$ cat config.mk
export PLATFORM = sky130hd
export DESIGN_NAME = queue_from_two_stacks
export DESIGN_NICKNAME = d
export VERILOG_FILES = /design/src/qfts_pkg.sv /design/src/queue_from_two_stacks.sv
export SDC_FILE = /design/constraint.sdc
export NUM_CORES = 1
export LEC_CHECK = 0
export BUFFER_PORTS_ARGS = -buffer_cell sky130_fd_sc_hd__clkbuf_2
export CORE_UTILIZATION = 47
export CTS_CLUSTER_SIZE = 8
export DETAILED_ROUTE_END_ITERATION = 12
export PLACE_DENSITY = 0.61
export RECOVER_POWER = 100
export SKIP_CTS_REPAIR_TIMING = 1
export SYNTH_ARGS = -nofsm -noshare
export SYNTH_HDL_FRONTEND = slang
export SYNTH_SLANG_ARGS = --single-unit
$ cat constraint.sdc
create_clock -name clk -period 4.6 [get_ports clk]
set_input_delay 0.23 -clock clk [delete_from_list [all_inputs] [get_ports clk]]
set_output_delay 0.23 -clock clk [all_outputs]
set_load 0.005 [all_outputs]
$ cat src/qfts_pkg.sv
// Package for the queue built from two stacks.
// Holds the transfer item types, the opcode and status codes and the sequencer states.
// No dependencies.
`timescale 1ns / 1ps

package qfts_pkg;

    localparam logic OP_ENQ = 1'b0;
    localparam logic OP_DEQ = 1'b1;

    localparam logic [1:0] ST_DONE  = 2'd0;
    localparam logic [1:0] ST_FULL  = 2'd1;
    localparam logic [1:0] ST_EMPTY = 2'd2;

    typedef struct packed {
        logic               opcode;
        logic signed [31:0] data_in;
    } req_item_t;

    typedef struct packed {
        logic [1:0]         status;
        logic signed [31:0] data_out;
        logic               queue_empty;
    } rsp_item_t;

    typedef enum logic [2:0] {
        S_IDLE,
        S_MOVE,
        S_PUSH,
        S_POP,
        S_RESP
    } state_t;

endpackage

$ cat src/queue_from_two_stacks.sv
// First-in first-out queue built from two stacks of DEPTH entries.
// Channel req carries opcode and data_in, channel rsp carries status, data_out and
// queue_empty. Both channels use valid and stall; a transfer completes at a rising
// edge where valid is high and stall is low.
// Each request gives exactly one response. The block works on one request at a
// time and stalls req until the response has been loaded into the output register.
// An enqueue that has room is written to the input stack as the request is taken;
// it and a rejected request go straight to the response state, while a dequeue
// from a non-empty output stack passes through the pop state first.
// When the input stack must be moved across first, the move state reads one entry
// at a time through the single stack read port and writes each read to the output
// stack, and the push or pop state follows before the response state.
// While the receiver stalls, the response register holds its value; the block can
// take one more request and then waits in its response state with req stalled.
// Reset clears both counts, the sequencer and the response valid flag; stack
// contents stay undefined until written and are never read before then.
// Depends on qfts_pkg.
`timescale 1ns / 1ps

module queue_from_two_stacks
    import qfts_pkg::*;
#(
    parameter int DEPTH = 8
) (
    input  logic      clk,
    input  logic      rst_n,
    input  logic      req_valid,
    output logic      req_stall,
    input  req_item_t req,
    output logic      rsp_valid,
    input  logic      rsp_stall,
    output rsp_item_t rsp
);

    localparam int CW = $clog2(DEPTH + 1);
    localparam int AW = (DEPTH > 1) ? $clog2(DEPTH) : 1;
    localparam logic [CW-1:0] CNT_FULL = CW'(DEPTH);
    localparam logic [CW-1:0] CNT_ONE  = CW'(1);
    localparam logic [CW-1:0] CNT_ZERO = '0;

    logic signed [31:0] in_mem  [DEPTH];
    logic signed [31:0] out_mem [DEPTH];

    state_t state_reg, state_next;
    logic [CW-1:0] ic_reg, ic_next;
    logic [CW-1:0] oc_reg, oc_next;
    logic pend_reg, pend_next;
    logic op_reg, op_next;
    logic signed [31:0] data_reg, data_next;
    logic [1:0] status_reg, status_next;
    logic rsp_valid_reg, rsp_valid_next;
    rsp_item_t rsp_reg, rsp_next;
    logic signed [31:0] in_rdata_reg;
    logic signed [31:0] out_rdata_reg;

    logic [CW-1:0] ic_m1, oc_m1;
    logic in_full, in_zero, out_zero;
    logic req_take, rsp_load;

    logic          in_we, in_re, out_we, out_re;
    logic [AW-1:0] in_waddr, in_raddr, out_waddr, out_raddr;
    logic signed [31:0] in_wdata;

    assign ic_m1    = ic_reg - CNT_ONE;
    assign oc_m1    = oc_reg - CNT_ONE;
    assign in_full  = (ic_reg == CNT_FULL);
    assign in_zero  = (ic_reg == CNT_ZERO);
    assign out_zero = (oc_reg == CNT_ZERO);
    assign req_take = (state_reg == S_IDLE) && req_valid;
    assign rsp_load = (state_reg == S_RESP) && (!rsp_valid_reg || !rsp_stall);

    assign req_stall = (state_reg != S_IDLE);
    assign rsp_valid = rsp_valid_reg;
    assign rsp       = rsp_reg;

    // Next state
    always_comb begin
        state_next = state_reg;
        unique case (state_reg)
            S_IDLE: begin
                if (req_valid) begin
                    if (req.opcode == OP_ENQ) begin
                        if (!in_full || !out_zero) begin
                            state_next = S_RESP;
                        end else begin
                            state_next = S_MOVE;
                        end
                    end else begin
                        priority if (!out_zero) begin
                            state_next = S_POP;
                        end else if (!in_zero) begin
                            state_next = S_MOVE;
                        end else begin
                            state_next = S_RESP;
                        end
                    end
                end
            end
            S_MOVE: begin
                if (in_zero && !pend_reg) begin
                    state_next = (op_reg == OP_ENQ) ? S_PUSH : S_POP;
                end
            end
            S_PUSH:  state_next = S_RESP;
            S_POP:   state_next = S_RESP;
            S_RESP: begin
                if (rsp_load) begin
                    state_next = S_IDLE;
                end
            end
            default: state_next = S_IDLE;
        endcase
    end

    // Datapath control
    always_comb begin
        ic_next     = ic_reg;
        oc_next     = oc_reg;
        pend_next   = 1'b0;
        op_next     = op_reg;
        data_next   = data_reg;
        status_next = status_reg;
        in_we       = 1'b0;
        in_waddr    = ic_reg[AW-1:0];
        in_wdata    = data_reg;
        in_re       = 1'b0;
        in_raddr    = ic_m1[AW-1:0];
        out_we      = 1'b0;
        out_waddr   = oc_reg[AW-1:0];
        out_re      = 1'b0;
        out_raddr   = oc_m1[AW-1:0];
        unique case (state_reg)
            S_IDLE: begin
                if (req_take) begin
                    op_next     = req.opcode;
                    data_next   = req.data_in;
                    status_next = ST_DONE;
                    if (req.opcode == OP_ENQ) begin
                        if (!in_full) begin
                            in_we    = 1'b1;
                            in_wdata = req.data_in;
                            ic_next  = ic_reg + CNT_ONE;
                        end else if (!out_zero) begin
                            status_next = ST_FULL;
                        end
                    end else if (out_zero && in_zero) begin
                        status_next = ST_EMPTY;
                    end
                end
            end
            S_MOVE: begin
                // Read of the input stack top and write of the previous read overlap.
                if (!in_zero) begin
                    in_re     = 1'b1;
                    ic_next   = ic_m1;
                    pend_next = 1'b1;
                end
                if (pend_reg) begin
                    out_we  = 1'b1;
                    oc_next = oc_reg + CNT_ONE;
                end
            end
            S_PUSH: begin
                in_we   = 1'b1;
                ic_next = ic_reg + CNT_ONE;
            end
            S_POP: begin
                out_re  = 1'b1;
                oc_next = oc_m1;
            end
            S_RESP: ;
            default: ;
        endcase
    end

    // Response register
    always_comb begin
        rsp_valid_next = rsp_valid_reg;
        rsp_next       = rsp_reg;
        if (rsp_valid_reg && !rsp_stall) begin
            rsp_valid_next = 1'b0;
        end
        if (rsp_load) begin
            rsp_valid_next       = 1'b1;
            rsp_next.status      = status_reg;
            rsp_next.data_out    = (status_reg == ST_DONE && op_reg == OP_DEQ)
                                   ? out_rdata_reg : 32'sd0;
            rsp_next.queue_empty = in_zero && out_zero;
        end
    end

    always_ff @(posedge clk or negedge rst_n) begin
        if (!rst_n) begin
            state_reg     <= S_IDLE;
            ic_reg        <= '0;
            oc_reg        <= '0;
            pend_reg      <= 1'b0;
            rsp_valid_reg <= 1'b0;
        end else begin
            state_reg     <= state_next;
            ic_reg        <= ic_next;
            oc_reg        <= oc_next;
            pend_reg      <= pend_next;
            rsp_valid_reg <= rsp_valid_next;
        end
    end

    always_ff @(posedge clk) begin
        op_reg     <= op_next;
        data_reg   <= data_next;
        status_reg <= status_next;
        rsp_reg    <= rsp_next;
    end

    always_ff @(posedge clk) begin
        if (in_we) begin
            in_mem[in_waddr] <= in_wdata;
        end
        if (in_re) begin
            in_rdata_reg <= in_mem[in_raddr];
        end
    end

    always_ff @(posedge clk) begin
        if (out_we) begin
            out_mem[out_waddr] <= in_rdata_reg;
        end
        if (out_re) begin
            out_rdata_reg <= out_mem[out_raddr];
        end
    end

endmodule

==> results of run 1 <==
-- worst max-delay path: cells and delay by family, from the launching register on --
kind	cells	cell delay, ns
and+or+nand+nor	3	0.86
buffers and inverters	1	1.72
DFF	1	0.62
-- placed cells by master (no fill, tap or decap), types with 7 or more instances in the layout --
cell type      instances
dlygate4sd3_1         36
nor2_1                10
clkbuf_16             96
mux4_2               128
edfxtp_1             646
nor3_1                10
dfrtp_1               11
clkbuf_1              78
clkbuf_2              45
and2_0                21
inv_1                  8
mux2_1                40
nand2_1               16
and2_1                13
nor2_4                 7
mux2_2                56
-- through the flow --
step / total power [mW] / hold WS, ns / area, um2 / util [%] / std cells
2_1_floorplan: 12.5 / -0.0656 / 24800 / - / 1072
3_3_place_gp: 13.9 / 0.168 / 26200 / 50.7 / 1810
3_5_place_dp: 14.1 / 0.170 / 26200 / 50.7 / 1810
4_1_cts: 20.2 / -0.490 / 28800 / 55.7 / 1935
5_1_grt: 20.8 / 0.268 / 29000 / 56.0 / 1971
6_report: 19.9 / 0.235 / 29000 / 56.0 / 1971
-- how the worst max path moves through the flow --
stage / endpoint / from
floorplan: in_mem[0][0]$_DFFE_PP_ / ic_reg[0]$_DFFE_PN0P_
global placement: out_rdata_reg[27]$_DFFE_PP_ / oc_reg[0]$_DFFE_PN0P_
detailed placement: out_rdata_reg[27]$_DFFE_PP_ / oc_reg[0]$_DFFE_PN0P_
CTS: out_rdata_reg[27]$_DFFE_PP_ / oc_reg[0]$_DFFE_PN0P_
global route: out_mem[2][13]$_DFFE_PP_ / state_reg[0]$_DFFE_PN0P_
finish: out_mem[3][11]$_DFFE_PP_ / state_reg[0]$_DFFE_PN0P_
-- cell type report --
class | count | area (um2)
multi-input cells | 358 | 4930
inverters | 8 | 30.0
clock buffers | 121 | 2500
well taps | 680 | 851
repair buffers | 141 | 862
flip-flops and latches | 659 | 19700
clock inverters | 4 | 75.1
fillers | 3867 | 22700
-- report_power, final --
part	switching (mW)	total (mW)	internal, mW
Sequential	0.672	8.90	8.23
Clock	2.29	6.06	3.77
Combinational	2.48	4.93	2.46
Total	5.44	19.9	14.5
-- cell families after synthesis --
| logic type | Yosys count | share of synthesized area (%) |
|---|---|---|
| flops | 659 | 79.5 |
| simple gates | 102 | 2.31 |
| xor+xnor | 8 | 0.282 |
| fa+ha+maj | 5 | 0.252 |
| buf+inv | 55 | 1.13 |
| compound gates | 15 | 0.428 |
| mux | 228 | 16.1 |
-- cell usage after synthesis, drive strengths merged --
cell type  number  area, um2
nor3           13       70.1
and3            2       12.5
clkbuf         13       48.8
and2           34        213
nand2          16       60.1
a31o            1       8.76
xnor2           4       35.0
nor2b           2       12.5
a21oi           3       15.0
inv             8       30.0
ha              5       62.6
or2             1       6.26
buf            34        201
xor2            4       35.0
a2111oi         1       15.0
a22o            1       8.76
edfxtp        646      19400
mux2i           4       40.0
and4bb          1       12.5
nand2b          1       6.26
mux4          128       2880
a22oi           1       7.51
nand3b          4       30.0
nor3b           4       41.3
or4             1       7.51
o311ai          1       8.76
dfrtp          13        325
o22ai           2       12.5
or3b            1       8.76
nand4bb         1       11.3
a21o            1       7.51
nand3           3       15.0
nor2           18       67.6
a21boi          1       7.51
o21ai           3       15.0
mux2           96       1080
-- routing by layer --
metal	vias up	global-route usage (%)	share of wire [%]
li1	4798	-	-
met1	5759	24.4	46
met2	237	27.5	48
met3	70	3.22	4.3
met4	0	6.27	1.9
met5	-	0	0
==> impl_metrics.py, run 1 <==
metrics = {
    "setup_path": {
        "endpoint_arrival_time_on_the_critical_path_ns": 3.83,
        "critical_path_required_time_ns": 4.77,
        "worst_setup_path_start_kind": "flip-flop",
        "path_cells": "and4bb_1 -> nand2_1 -> nor2_4 -> clkbuf_1",
        "kind_of_critical_path": "reg -> reg",
        "end_kind": "flip-flop",
        "regToRegStartpoint": "state_reg[0]$_DFFE_PN0P_",
        "regToRegSetupSlack_ns": 0.94,
        "worstPathMaxFanout": 32,
        "timing.critical_path.slowest_cell_delay_ns": 1.72,
        "critical-path-slowest-cell": "clkbuf_1",
        "worst_r2r_path_depth": 4,
        "worst_r2r_endpoint": "out_mem[3][11]$_DFFE_PP_",
    },
    "synth": {
        "synth.yosys.seq_area_share_pct": 79.5,
        "syn-mean-instance-area_um2": 23.2,
        "synthesis.instances": 1072,
        "synth_fp_nets": 1114,
        "yosys_warnings": 0,
        "synth_area_um2": 24800,
        "synthDistinctLibCells": 42,
        "synth_seq_cells": 659,
    },
    "sta": {
        "clock_skew_ns": 0.0171,
        "slew_violations": 467,
        "final.period_utilization_pct": 79.6,
        "finalSetupViolations": 0,
        "fin_crit_ns": 3.66,
        "max-slew-margin-rel_pct": -61.5,
        "postLayoutSetupSlackWorst_ns": 0.938,
        "max_clock_freq_ghz": 0.273,
        "tightest_slew_ns": 2.42,
        "rsz_0062_raised_after_global_routing": "false",
        "finalSetupTns_ns": 0,
        "final_hold_vio_count": 0,
    },
    "finish": {
        "num-nets-final": 1302,
        "antennaDiodeCount": 0,
        "layout-area-overhead-vs-synth_pct": 16.7,
        "drive_gt1_share_pct": 27.5,
    },
    "cts": {
        "cts_root_buf": "clkbuf_16",
        "clock_tree.buffer_depth": 3,
        "cts_made_buffers": 92,
        "clk_pin_slew_worst_paths_ns": 0.05,
        "clock_latency_on_the_worst_skew_pair_ns": 0.61,
        "tritoncts": "built",
        "cts_num_sinks": 659,
        "clock_tree.htree_level_count": 3,
    },
    "status": {
        "outcome": "complete, but fails checks",
        "failed_checks": "capacitance limit, slew limit",
    },
    "global_route": {
        "antenna_found_initial": 0,
        "globalRoute.totalOverflow": 0,
        "grt.total_usage_pct": 17.4,
        "grt_first_pass_wirelength_um": 69500,
        "pin_count_of_the_biggest_net_entering_global_routing": 44,
        "first_global_vias": 11500,
    },
    "pwr": {
        "ir_drop_mv": 0.364,
        "power.density_cell_area_nw_per_um2": 686,
        "total_leakage_power_nw": 9.27,
    },
    "die": {
        "chipWidth_um": 232,
        "core_region_area_um2": 51700,
        "io-pin-count": 74,
        "floorplan.initialDensity_pct": 48.0,
        "design.die.area_um2": 53700,
        "die_height_um": 232,
        "core_rows": 83,
    },
    "placed_design": {
        "place_congestion": 0.762,
        "detailed_place_hpwl_um": 24800,
        "port_buffers": 73,
        "dp_worst_setup_slack_ns": 1.46,
    },
    "detailed_routing": {
        "drc": 0,
        "wl_um": 44900,
        "routedWlPerCell_um": 22.8,
        "num_vias": 10900,
        "drt_first_pass_iters": 5,
        "ant_nets": 0,
        "number_of_vias_per_cell_after_detailed_routing": 5.51,
        "initialDrtViolationCount": 884,
    },
    "min_path": {
        "hold_class": "in -> async",
    },
    "job": {
        "max_cap_violations": 15,
    },
}
(Power assumes the default switching activity.)
==> run 2: changes to the inputs <==
PLACE_DENSITY = 0.63   (was 0.61)
clock period = 3.03 ns   (was 4.6 ns; I/O delays follow)
==> run 2 against run 1 <==
  * The run now ends clean
  * Sequential power increased by 48%
  * Largest cell class unchanged
  * Sequential share of layout area decreased by 0.36 points
  * Utilization increased by 0.30 points
  * Maximum frequency increased by 46%
==> impl_metrics.py, run 2 (same netlist as run 1, synthesis figures left out) <==
metrics = {
    "status": {
        "outcome": "finished clean",
    },
    "placed_design": {
        "port_buffers": 73,
        "detailed_place_hpwl_um": 23400,
        "place_congestion": 0.755,
    },
    "global_route": {
        "grt_first_pass_wirelength_um": 69900,
        "grt_use_met3_pct": 3.07,
        "met1_usage_pct": 24.1,
        "groute.layer.met2.usage_pct": 29.1,
        "antenna_found_initial": 0,
        "first_global_vias": 11400,
        "grt_busiest_layer": "met2",
        "globalRoute.totalOverflow": 0,
        "pin_count_of_the_biggest_net_entering_global_routing": 70,
        "grt.total_usage_pct": 17.7,
    },
    "sta": {
        "finalSetupTns_ns": 0,
        "clock_skew_ns": 0.0241,
        "max_clock_freq_ghz": 0.397,
        "finalSetupViolations": 0,
        "slew_violations": 0,
        "max-slew-margin-rel_pct": 8.88,
        "fin_crit_ns": 2.52,
        "timing.hold.ws_ns": 0.124,
        "tightest_slew_ns": 1.37,
        "rsz_0062_raised_after_global_routing": "false",
        "final.period_utilization_pct": 83.0,
        "final_hold_vio_count": 0,
    },
    "pwr": {
        "total_leakage_power_nw": 9.33,
        "internal_portion_of_total_power_mw": 21.7,
        "design_power_mw": 30.0,
        "power.switching_mw": 8.33,
        "pwr-share-clk_pct": 29.7,
        "ir_drop_mv": 0.640,
        "power_frac_seq_pct": 44.2,
        "power.density_cell_area_nw_per_um2": 1030,
        "net_sw_share_pct": 27.8,
        "comb_pwr_share_pct": 26.1,
    },
    "cts": {
        "clock_tree.buffer_depth": 3,
        "cts_num_sinks": 659,
        "clk_pin_slew_worst_paths_ns": 0.05,
        "cts_root_buf": "clkbuf_16",
        "cts_made_buffers": 92,
        "tritoncts": "built",
        "clock_latency_on_the_worst_skew_pair_ns": 0.62,
        "clock_tree.htree_level_count": 3,
    },
    "finish": {
        "num-nets-final": 1305,
        "most_common_cell_after_layout_fill_and_taps_aside": "edfxtp_1",
        "fillerInstances": 3873,
        "antennaDiodeCount": 0,
        "utilization_pct": 56.3,
        "layout-area-overhead-vs-synth_pct": 17.4,
        "mostFrequentLayoutCells": "646 x edfxtp_1, 128 x mux4_2, 92 x clkbuf_16, 61 x clkbuf_1, 54 x mux2_2",
        "drive_gt1_share_pct": 28.1,
    },
    "setup_path": {
        "endpoint_arrival_time_on_the_critical_path_ns": 2.73,
        "worst_setup_path_start_kind": "flip-flop",
        "worst_r2r_endpoint": "out_mem[0][7]$_DFFE_PP_",
        "regToRegSetupSlack_ns": 0.51,
        "worstPathMaxFanout": 32,
        "kind_of_critical_path": "reg -> reg",
        "worst_r2r_path_depth": 4,
        "critical_path_required_time_ns": 3.24,
        "end_kind": "flip-flop",
        "crit_path_start": "state_reg[1]$_DFFE_PN0P_",
        "regToRegStartpoint": "state_reg[1]$_DFFE_PN0P_",
    },
    "die": {
        "design.die.area_um2": 53700,
        "chipWidth_um": 232,
        "core_rows": 83,
        "die_height_um": 232,
        "floorplan.initialDensity_pct": 48.0,
        "io-pin-count": 74,
        "core_region_area_um2": 51700,
    },
    "detailed_routing": {
        "ant_nets": 0,
        "number_of_vias_per_cell_after_detailed_routing": 5.53,
        "routedWlPerCell_um": 23.5,
        "wl_um": 46200,
        "drc": 0,
        "num_vias": 10900,
        "drt_first_pass_iters": 5,
        "initialDrtViolationCount": 800,
    },
    "min_path": {
        "hold_class": "in -> async",
    },
    "job": {
        "max_cap_violations": 0,
    },
}
-- run 2: cell types whose count changed in the layout (fill, tap and decap cells not counted), sizes merged --
cell | previous run | this run
clkbuf | 219 | 190
buf | 7 | 25
clkinv | 1 | 3
inv | 10 | 12
bufinv | 1 | 0
clkinvlp | 0 | 1
-- run 2: worst max-delay path by stage --
stage | end | slack (ns)
CTS | in_mem[2][8]$_DFFE_PP_ | 0.66
finish | out_mem[0][7]$_DFFE_PP_ | 0.51
global route | in_mem[2][6]$_DFFE_PP_ | 0.34
detailed placement | in_mem[1][9]$_DFFE_PP_ | 0.71
floorplan | rsp[0]$_DFFE_PP_ | 0.02
global placement | in_mem[0][11]$_DFFE_PP_ | 0.73
-- run 2: stage by stage --
step / area [um2] / setup slack (ns) / cells
after floorplan: 24900 / 0.0224 / 1072
after global placement: 26500 / 0.728 / 1813
after detailed placement: 26500 / 0.706 / 1813
after CTS: 29000 / 0.659 / 1928
after global routing: 29100 / 0.345 / 1964
final: 29100 / 0.514 / 1964
-- run 2: critical path, cell delays in order (launching register included) --
cell and delay [ns]:
dfrtp_1 0.37, and4bb_1 0.39, nand2_1 0.26, nor3_4 0.17
clkbuf_2 0.89
-- run 2: final cells by class --
cell class	count	area, um2	area share, %
clock inverters	8	114	0.391
repair buffers	144	1100	3.79
inverters	8	30.0	0.103
flip-flops and latches	659	19700	67.7
clock buffers	107	2360	8.10
multi-input cells	358	4940	17.0
well taps	680	851	2.92
-- run 2: power groups by stage --
stage | Combinational (mW) | Sequential, mW | Clock [mW]
2_1_floorplan | 5.90 | 13.1 | 0
3_3_place_gp | 8.01 | 13.4 | 0
3_5_place_dp | 8.11 | 13.4 | 0
4_1_cts | 8.18 | 13.3 | 9.14
5_1_grt | 8.46 | 13.4 | 9.50
6_report | 7.83 | 13.2 | 8.92
-- run 2: routing by layer --
metal  up-vias  wire, um  share of wire (%)
met5         -         0                  0
met4         0       779                1.7
met3        59      2150                4.7
met2       272     23000                 50
met1      5730     20300                 44
li1       4799         -                  -
==> run 3: changes to the inputs <==
clock period = 2.05 ns   (was 3.03 ns; I/O delays follow)
==> run 3 against run 2 <==
  * Final cell count up 2.2%
  * Clock skew down 0.00075 ns
  * Cell area up 2.3%
  * Setup slack worse by 0.50 ns
  * Count of clock-buffer cells in the layout up 2
  * Sequential power up 49%
  * Critical path type unchanged
==> impl_metrics.py, run 3 (same netlist as run 1, synthesis figures left out) <==
metrics = {
    "status": {
        "outcome": "finished clean",
    },
    "pwr": {
        "power.density_cell_area_nw_per_um2": 1550,
        "ir_drop_mv": 0.801,
        "total_leakage_power_nw": 9.75,
    },
    "sta": {
        "fin_crit_ns": 2.03,
        "final.period_utilization_pct": 99.3,
        "max-slew-margin-rel_pct": 56.0,
        "max_clock_freq_ghz": 0.491,
        "finalSetupViolations": 0,
        "final_hold_vio_count": 0,
        "timing.hold.ws_ns": 0.217,
        "slew_violations": 0,
        "clock_skew_ns": 0.0234,
        "tightest_slew_ns": 0.658,
        "rsz_0062_raised_after_global_routing": "true",
    },
    "placed_design": {
        "place_congestion": 0.754,
        "placement.cell_area_um2": 27100,
        "detailed_place_hpwl_um": 26800,
        "port_buffers": 73,
    },
    "finish": {
        "drive_gt1_share_pct": 35.0,
        "utilization_pct": 57.6,
        "mostFrequentLayoutCells": "646 x edfxtp_1, 128 x mux4_2, 96 x clkbuf_16, 78 x mux2_2, 54 x clkbuf_1",
        "most_common_cell_after_layout_fill_and_taps_aside": "edfxtp_1",
        "area_of_all_placed_cells_without_fillers_um2": 29800,
        "layout-area-overhead-vs-synth_pct": 20.1,
        "num-nets-final": 1347,
        "antennaDiodeCount": 0,
    },
    "detailed_routing": {
        "drt_first_pass_iters": 5,
        "ant_nets": 0,
        "number_of_vias_per_cell_after_detailed_routing": 5.54,
        "num_vias": 11100,
        "drc": 0,
        "routedWlPerCell_um": 24.1,
        "wl_um": 48400,
        "initialDrtViolationCount": 774,
    },
    "job": {
        "max_cap_violations": 0,
    },
    "die": {
        "floorplan.initialDensity_pct": 48.0,
        "core_rows": 83,
        "die_height_um": 232,
        "io-pin-count": 74,
        "core_region_area_um2": 51700,
        "design.die.area_um2": 53700,
        "chipWidth_um": 232,
    },
    "cts": {
        "cts_num_sinks": 659,
        "tritoncts": "built",
        "cts_root_buf": "clkbuf_16",
        "clock_tree.buffer_depth": 3,
        "clock_tree.htree_level_count": 3,
        "clock_latency_on_the_worst_skew_pair_ns": 0.62,
        "cts_made_buffers": 92,
        "clk_pin_slew_worst_paths_ns": 0.05,
    },
    "setup_path": {
        "worstPathMaxFanout": 8,
        "regToRegSetupSlack_ns": 0.02,
        "end_kind": "flip-flop",
        "kind_of_critical_path": "reg -> reg",
        "endpoint_arrival_time_on_the_critical_path_ns": 2.38,
        "worst_r2r_endpoint": "in_mem[3][15]$_DFFE_PP_",
        "regToRegStartpoint": "ic_reg[0]$_DFFE_PN0P_",
        "critical-path-slowest-cell": "dfrtp_4",
        "timing.critical_path.slowest_cell_delay_ns": 0.52,
        "crit_path_start": "ic_reg[0]$_DFFE_PN0P_",
        "crit_end": "in_mem[3][15]$_DFFE_PP_",
        "path_cells": "inv_8 -> ha_4 -> nand3b_1 -> and2_4 -> nand2_4 -> buf_6 -> mux2_2",
        "worst_r2r_path_depth": 7,
        "critical_path_required_time_ns": 2.39,
        "worst_setup_path_start_kind": "flip-flop",
    },
    "global_route": {
        "globalRoute.totalOverflow": 0,
        "pin_count_of_the_biggest_net_entering_global_routing": 41,
        "grt.total_usage_pct": 18.3,
        "first_global_vias": 11600,
        "antenna_found_initial": 0,
        "met1_usage_pct": 24.8,
        "grt_use_met3_pct": 3.34,
        "grt_busiest_layer": "met2",
        "groute.layer.met2.usage_pct": 30.3,
        "grt_first_pass_wirelength_um": 71800,
    },
    "min_path": {
        "hold_class": "in -> reg",
    },
}
-- run 3: cell types whose count changed in the layout (fill, tap and decap cells not counted), sizes merged --
cell,delta
buf,+27
clkbuf,+16
clkinv,+2
inv,-2
clkinvlp,-1
dlygate4sd3,+1
-- run 3: critical path, delay by kind of cell, from the launching register on --
family                     cells  cell delay, ns
muxes                          1            0.42
and+or+nand+nor                3            0.39
buffers and inverters          2            0.29
adders and majority gates      1            0.12
DFF                            1            0.52
-- run 3: stage by stage --
step,instances,setup TNS [ns],total power [mW],setup slack (ns)
after floorplan,1072,-61.78,28.6,-0.264
after global placement,1848,-0.0855,32.7,-0.00468
after detailed placement,1848,-5.35,33.0,-0.0521
after CTS,1964,-12.09,46.5,-0.0850
after global routing,2007,-8.18,48.3,-0.0478
final,2007,0,46.2,0.0153
-- run 3: how the worst min path moves through the flow --
stage	from	slack, ns	depth (start not counted)	end
5_1_grt	req[16]	0.19	2	data_reg[16]$_DFFE_PP_
6_report	req[16]	0.22	2	data_reg[16]$_DFFE_PP_
4_1_cts	rst_n	-0.64	1	oc_reg[3]$_DFFE_PN0P_
2_1_floorplan	rst_n	-0.19	0	ic_reg[0]$_DFFE_PN0P_
3_3_place_gp	rst_n	0.03	1	ic_reg[2]$_DFFE_PN0P_
3_5_place_dp	rst_n	0.04	1	ic_reg[1]$_DFFE_PN0P_
-- run 3: metal layers --
metal	vias up	wire length, um
met1	5894	20900
met3	72	2280
met5	-	0
met2	278	24200
met4	0	1030
li1	4884	-
-- run 3: final cells by class --
cell class,count,area [um2]
clock buffer,109,2390
inverter,8,37.5
sequential,659,19700
tap,680,851
fill,3843,21900
clock inverter,7,113
timing repair buffer,186,1620
multi-input combinational,358,5070
-- run 3: where the power goes --
group / switching [mW] / leakage (nW) / total, mW / internal [mW]
registers: 1.28 / 6.02 / 19.7 / 18.4
logic: 6.34 / 2.52 / 13.3 / 6.96
clock network: 5.17 / 1.22 / 13.2 / 8.08
